<file path="config.mk">
export PLATFORM = sky130hd
export DESIGN_NAME = insertion_sorter_core
export DESIGN_NICKNAME = d
export VERILOG_FILES = /design/src/rtl/isort_pkg.sv /design/src/rtl/insertion_sorter_core.sv /design/src/rtl/isort_cell.sv
export SDC_FILE = /design/constraint.sdc
export NUM_CORES = 2
export LEC_CHECK = 0
export ABC_CLOCK_PERIOD_IN_PS = 6500
export BUFFER_PORTS_ARGS = -buffer_cell sky130_fd_sc_hd__buf_2
export CAP_MARGIN = 20
export CORE_ASPECT_RATIO = 1.75
export CORE_MARGIN = 5
export CORE_UTILIZATION = 45
export DETAILED_ROUTE_END_ITERATION = 12
export SYNTH_ARGS = -nofsm -noshare
export SYNTH_HDL_FRONTEND = slang
export SYNTH_SLANG_ARGS = --single-unit
</file>
<file path="constraint.sdc">
create_clock -name clk -period 6.5 [get_ports clk]
set_input_delay 0.975 -clock clk [delete_from_list [all_inputs] [get_ports clk]]
set_output_delay 0.975 -clock clk [all_outputs]
set_load 0.01 [all_outputs]
</file>
<file path="src/rtl/isort_pkg.sv">
// Shared types and constants of the insertion sorter.
`default_nettype none
package isort_pkg;

  localparam int KEY_W        = 32;
  localparam int CAPACITY_DEF = 16;

  typedef logic signed [KEY_W-1:0] key_t;

  // Per-cycle command broadcast to every cell of the chain.
  typedef struct packed {
    logic ins;    // insert the incoming key
    logic shift;  // move every cell down by one place
  } cell_ctrl_t;

endpackage
`default_nettype wire

</file>
<file path="src/rtl/insertion_sorter_core.sv">
// Insertion sorter: chain of compare-and-shift cells with a drain path.
//
//   channel | direction | handshake          | payload
//   in      | input     | in_valid/in_stall  | in_key_value, in_set_end
//   out     | output    | out_valid/out_stall| out_sorted_value, out_run_last, out_dropped
//
// An input word is inserted in a single step: every cell compares and shifts at once.
// A word with in_set_end closes the set; the chain then shifts down one place per
// cycle into the output register while out_stall does not hold a waiting result.
// in_stall is high while draining. Reset (synchronous, rst_n low) empties the chain
// and the output register.
`default_nettype none
module insertion_sorter_core #(
  parameter int CAPACITY = isort_pkg::CAPACITY_DEF
) (
  input  wire                     clk,
  input  wire                     rst_n,
  input  wire                     in_valid,
  output logic                    in_stall,
  input  isort_pkg::key_t         in_key_value,
  input  wire                     in_set_end,
  output logic                    out_valid,
  input  wire                     out_stall,
  output isort_pkg::key_t         out_sorted_value,
  output logic                    out_run_last,
  output logic                    out_dropped
);
  import isort_pkg::*;

  key_t       cell_key   [CAPACITY];
  logic       cell_valid [CAPACITY];
  logic       cell_take  [CAPACITY];
  cell_ctrl_t ctrl;

  logic drain_r, drain_nxt;
  logic ovf_r, ovf_nxt;
  logic out_valid_r, out_valid_nxt;
  key_t out_value_r, out_value_nxt;
  logic out_last_r, out_last_nxt;
  logic out_drop_r, out_drop_nxt;

  logic in_fire, full, out_load, last_key;

  assign full     = cell_valid[CAPACITY-1];
  assign in_fire  = in_valid && !drain_r;
  assign out_load = drain_r && (!out_valid_r || !out_stall);
  assign last_key = !cell_valid[1];

  assign ctrl.ins   = in_fire && !full;
  assign ctrl.shift = out_load;

  genvar gi;
  generate
    for (gi = 0; gi < CAPACITY; gi++) begin : g_cell
      key_t lo_key, hi_key;
      logic lo_valid, lo_take, hi_valid;
      if (gi == 0) begin : g_lo_edge
        assign lo_key   = in_key_value;
        assign lo_valid = 1'b1;
        assign lo_take  = 1'b0;
      end else begin : g_lo
        assign lo_key   = cell_key[gi-1];
        assign lo_valid = cell_valid[gi-1];
        assign lo_take  = cell_take[gi-1];
      end
      if (gi == CAPACITY-1) begin : g_hi_edge
        assign hi_key   = cell_key[gi];
        assign hi_valid = 1'b0;
      end else begin : g_hi
        assign hi_key   = cell_key[gi+1];
        assign hi_valid = cell_valid[gi+1];
      end
      isort_cell u_cell (
        .clk      (clk),
        .rst_n    (rst_n),
        .ctrl     (ctrl),
        .ins_key  (in_key_value),
        .lo_key   (lo_key),
        .lo_valid (lo_valid),
        .lo_take  (lo_take),
        .hi_key   (hi_key),
        .hi_valid (hi_valid),
        .key_o    (cell_key[gi]),
        .valid_o  (cell_valid[gi]),
        .take_o   (cell_take[gi])
      );
    end
  endgenerate

  always_comb begin
    drain_nxt     = drain_r;
    ovf_nxt       = ovf_r;
    out_valid_nxt = out_valid_r && out_stall;
    out_value_nxt = out_value_r;
    out_last_nxt  = out_last_r;
    out_drop_nxt  = out_drop_r;
    if (in_fire) begin
      if (full) begin
        ovf_nxt = 1'b1;
      end
      drain_nxt = in_set_end;
    end
    if (out_load) begin
      out_valid_nxt = 1'b1;
      out_value_nxt = cell_key[0];
      out_last_nxt  = last_key;
      out_drop_nxt  = ovf_r;
      // end of set: release input side and clear the drop flag
      if (last_key) begin
        drain_nxt = 1'b0;
        ovf_nxt   = 1'b0;
      end
    end
  end

  always_ff @(posedge clk) begin
    if (!rst_n) begin
      drain_r     <= 1'b0;
      ovf_r       <= 1'b0;
      out_valid_r <= 1'b0;
    end else begin
      drain_r     <= drain_nxt;
      ovf_r       <= ovf_nxt;
      out_valid_r <= out_valid_nxt;
    end
    out_value_r <= out_value_nxt;
    out_last_r  <= out_last_nxt;
    out_drop_r  <= out_drop_nxt;
  end

  assign in_stall         = drain_r;
  assign out_valid        = out_valid_r;
  assign out_sorted_value = out_value_r;
  assign out_run_last     = out_last_r;
  assign out_dropped      = out_drop_r;

endmodule
`default_nettype wire

</file>
<file path="src/rtl/isort_cell.sv">
// One place of the sorted chain: holds a key and its valid bit.
`default_nettype none
module isort_cell (
  input  wire                     clk,
  input  wire                     rst_n,
  input  isort_pkg::cell_ctrl_t   ctrl,
  input  isort_pkg::key_t         ins_key,
  input  isort_pkg::key_t         lo_key,
  input  wire                     lo_valid,
  input  wire                     lo_take,
  input  isort_pkg::key_t         hi_key,
  input  wire                     hi_valid,
  output isort_pkg::key_t         key_o,
  output logic                    valid_o,
  output logic                    take_o
);
  import isort_pkg::*;

  key_t key_r, key_nxt;
  logic valid_r, valid_nxt;

  // At or above the insertion point: empty, or strictly greater (keeps ties stable).
  assign take_o  = !valid_r || (key_r > ins_key);
  assign key_o   = key_r;
  assign valid_o = valid_r;

  always_comb begin
    key_nxt   = key_r;
    valid_nxt = valid_r;
    if (ctrl.shift) begin
      key_nxt   = hi_key;
      valid_nxt = hi_valid;
    end else if (ctrl.ins && take_o) begin
      // take the lower neighbor's key if it moves up, else the new key
      key_nxt   = lo_take ? lo_key : ins_key;
      valid_nxt = lo_valid;
    end
  end

  always_ff @(posedge clk) begin
    if (!rst_n) begin
      valid_r <= 1'b0;
    end else begin
      valid_r <= valid_nxt;
    end
    key_r <= key_nxt;
  end

endmodule
`default_nettype wire

</file>
==> run summary <==
Routed len/inst: 21.95 µm
Worst hold start: ovf_r$_SDFF_PN0_
R2r endpoint: g_cell[14].u_cell.key_o[10]$_DFFE_PP_
WP buf/inv: 5
DR iter-0 viols: 2247
Hpwl dp: 79760 µm
Area of placed instances: 39460 µm²
Post-synth top area cell: edfxtp_1
FMAX: 0.2056 GHz
Num CTS Buffers: 56
Cell family with most CP delay: compound AO/OA/AOI/OAI gates
YS warnings: 0
Worst Path Required: 6840 ps
Worst hold path depth: 0
Routed vias/inst: 5.851
Worst Setup EP: g_cell[14].u_cell.key_o[10]$_DFFE_PP_
Drt total wl: 104300 µm
DIE HEIGHT: 394.2 µm
Pre-CTS setup slack: 1016 ps
Die area: 90490 µm²
Synth top area share: 43.19%
Crit start category: input port
Worst Path Arrival: 5200 ps
Largest net degree at the start of global routing: 165
First-pass GRT wire length: 162200 µm
Final Instance Area: 41400 µm²
Longest Clk Path Bufs: 3
Nets: 4151
Leak: 0.01759 µW
Post-synth ARST share: 0%
Synth Cell Area: 37960 µm²
Slew headroom: 27.02%
Worst reg2reg path depth: 12
Layout cells sized above 1: 7.255%
Stages on worst setup path: 14
Clock Root Buffer: clkbuf_16
Worst path cell trace: buf_2, inv_1, ha_1, a21o_1, a21o_1, a21oi_1, nor2_1, a2111oi_1, buf_4, a2bb2oi_1, a31oi_4, buf_4, o21ai_4, buf_4
Synth unique cells: 69
Worst setup path startpoint: in_key_value[9]
Clk_lat worst skew: 650 ps
Reg-to-Reg Start: g_cell[14].u_cell.key_o[9]$_DFFE_PP_
HP Class: reg2reg
Post-route DRC violation count: 0
Syn nets: 4145
Sequential share of the synthesized area: 44.20%
Setup Buffers After CTS: 0
Clock sink count: 565
First-pass iteration count of the detailed router: 6
Fin crit share: 74.83%
CTS resizes: 0
Ranking of synthesized cells by area: edfxtp_1 (43%), ha_1 (16%), mux2i_1 (11%)
ANT cells: 0
CP max FO: 32
Final setup violation count: 0
Power per standard cell area: 325.1 nW/µm²
Vias in the first global route: 27853
Slew Viols, Final: 0
Die width: 229.5 µm
Initial antenna violation count: 1
Synth Register Bits: 565
Final Worst Setup Slack: 1636 ps
Final hold slack: 442.3 ps
Clock-pin slew on the worst setup and hold paths: 60 ps
Core Rows: 141
GP Congestion: 0.9225
Final Hold Viols: 0
Top Ports: 73
Crit path time final: 4864 ps
Max-Cap Viols: 0
Crit end category: flip-flop
Cell count after synthesis: 3628
Via Count: 27804
ANT nets after route: 0
GRT Total Usage: 22.35%
Core Area: 84150 µm²
Most used cell, CP: buf_4
IO Port Bufs: 72
Ys flop type: edfxtp_1
Status: complete, no violations
Reg2Reg Setup Slack: 2420 ps
CP max-delay cell: a31oi_4
Post-synth EDFFs: 546
Peak VDD IR: 0.0001838 V
Slowest cell delay on critical path: 700 ps
Measured slew at the worst slew-check pin: 1085 ps
CTS tree: done
Setup Skew: 17.71 ps
Mean Syn Cell Area: 10.46 µm²
Layout Area Growth over Synthesis: 9.075%
WS Path Type: in2reg
Post-CTS Hold Buffers: 0
Gr ovfl total: 0
RSZ-0062 raised after global routing: no
Setup tns final: 0 ps
H-tree levels: 2
Initial Utilization: 45.11%
-- sequential cells by signal, indices dropped and copies added, names as in the netlist --
name / count
out_run_last: 1
out_sorted_value: 32
out_valid: 1
g_cell.u_cell.key_o: 512
out_dropped: 1
g_cell.u_cell.valid_o: 16
ovf_r: 1
in_stall: 1
-- placed cells by master, fill, tap and decap left out, types with 12 or more instances in the layout --
cell type and instances:
a211oi_1 43, a21o_1 46, a21oi_1 242, buf_2 72, buf_4 66, clkbuf_16 57
clkinv_2 13, dfxtp_1 19, edfxtp_1 546, ha_1 480, inv_1 64, mux2_1 29
mux2i_1 405, nand2_1 591, nand3_1 60, nand4_1 114, nor2_1 81, nor2b_1 24
nor3_1 19, nor4_1 21, o211ai_1 26, o21ai_0 387, o21ai_1 93, o221ai_1 12
o22ai_1 13
-- power by group --
part | total, µW | switching (µW) | internal [µW]
sequential | 5920 | 715 | 5210
clock | 3550 | 1520 | 2040
combinational | 3990 | 2390 | 1600
total | 13500 | 4620 | 8840
-- metal layers --
layer,GRT usage (%),vias up,share of wire [%]
met4,9.758,2,4.8
met1,26.45,13280,40
met2,41.22,585,52
li1,-,13773,-
met5,0,-,0.0067
met3,1.801,164,3.1
-- metrics by stage --
stage / util, % / std cells / power (µW)
2_1_floorplan: - / 3628 / 8590
3_3_place_gp: 46.90 / 4648 / 9877
3_5_place_dp: 46.90 / 4648 / 9977
4_1_cts: 49.20 / 4752 / 13550
5_1_grt: 49.20 / 4752 / 14270
6_report: 49.20 / 4752 / 13460
-- Yosys cell counts, types with 8 or more instances --
| cell | instances |
|---|---|
| a211oi_1 | 43 |
| o211ai_1 | 26 |
| buf_6 | 10 |
| edfxtp_1 | 546 |
| nor2b_1 | 24 |
| a21oi_1 | 242 |
| o21ai_1 | 93 |
| nor2_1 | 81 |
| inv_1 | 64 |
| dfxtp_1 | 19 |
| buf_4 | 18 |
| clkbuf_1 | 148 |
| nor4_1 | 21 |
| nand2_1 | 592 |
| a2111oi_0 | 12 |
| a32o_1 | 8 |
| buf_2 | 19 |
| a21o_1 | 46 |
| mux2i_1 | 405 |
| a221oi_1 | 11 |
| o21ai_0 | 391 |
| ha_1 | 480 |
| mux2_1 | 29 |
| nand4_1 | 114 |
| nor3_1 | 19 |
| nand3_1 | 60 |
| nor2_4 | 8 |
| o22ai_1 | 13 |
| o221ai_1 | 12 |
| or4b_1 | 8 |
-- cells by family after synthesis --
group	count (synthesis)	share of synthesized area [%]
mux	437	11.63
simple gates	951	11.28
compound gates	930	13.92
flops	565	44.20
buf+inv	265	3.148
fa+ha+maj	480	15.82
-- layout make-up --
cell class / count / area [µm²]
Fill cell: 7767 / 42750
Multi-Input combinational cell: 2798 / 20060
Sequential cell: 565 / 16780
Clock buffer: 62 / 1445
Tap cell: 1072 / 1341
Timing Repair Buffer: 147 / 1036
Clock inverter: 42 / 493.0
Inverter: 66 / 255.2
-- how the worst min path moves through the flow --
stage,slack [ps],endpoint
6_report,440,out_dropped$_DFFE_PP_
5_1_grt,460,out_dropped$_DFFE_PP_
4_1_cts,450,out_dropped$_DFFE_PP_
3_5_place_dp,430,out_dropped$_DFFE_PP_
3_3_place_gp,430,out_dropped$_DFFE_PP_
2_1_floorplan,410,out_dropped$_DFFE_PP_
Power figures use the tool's default switching activity.
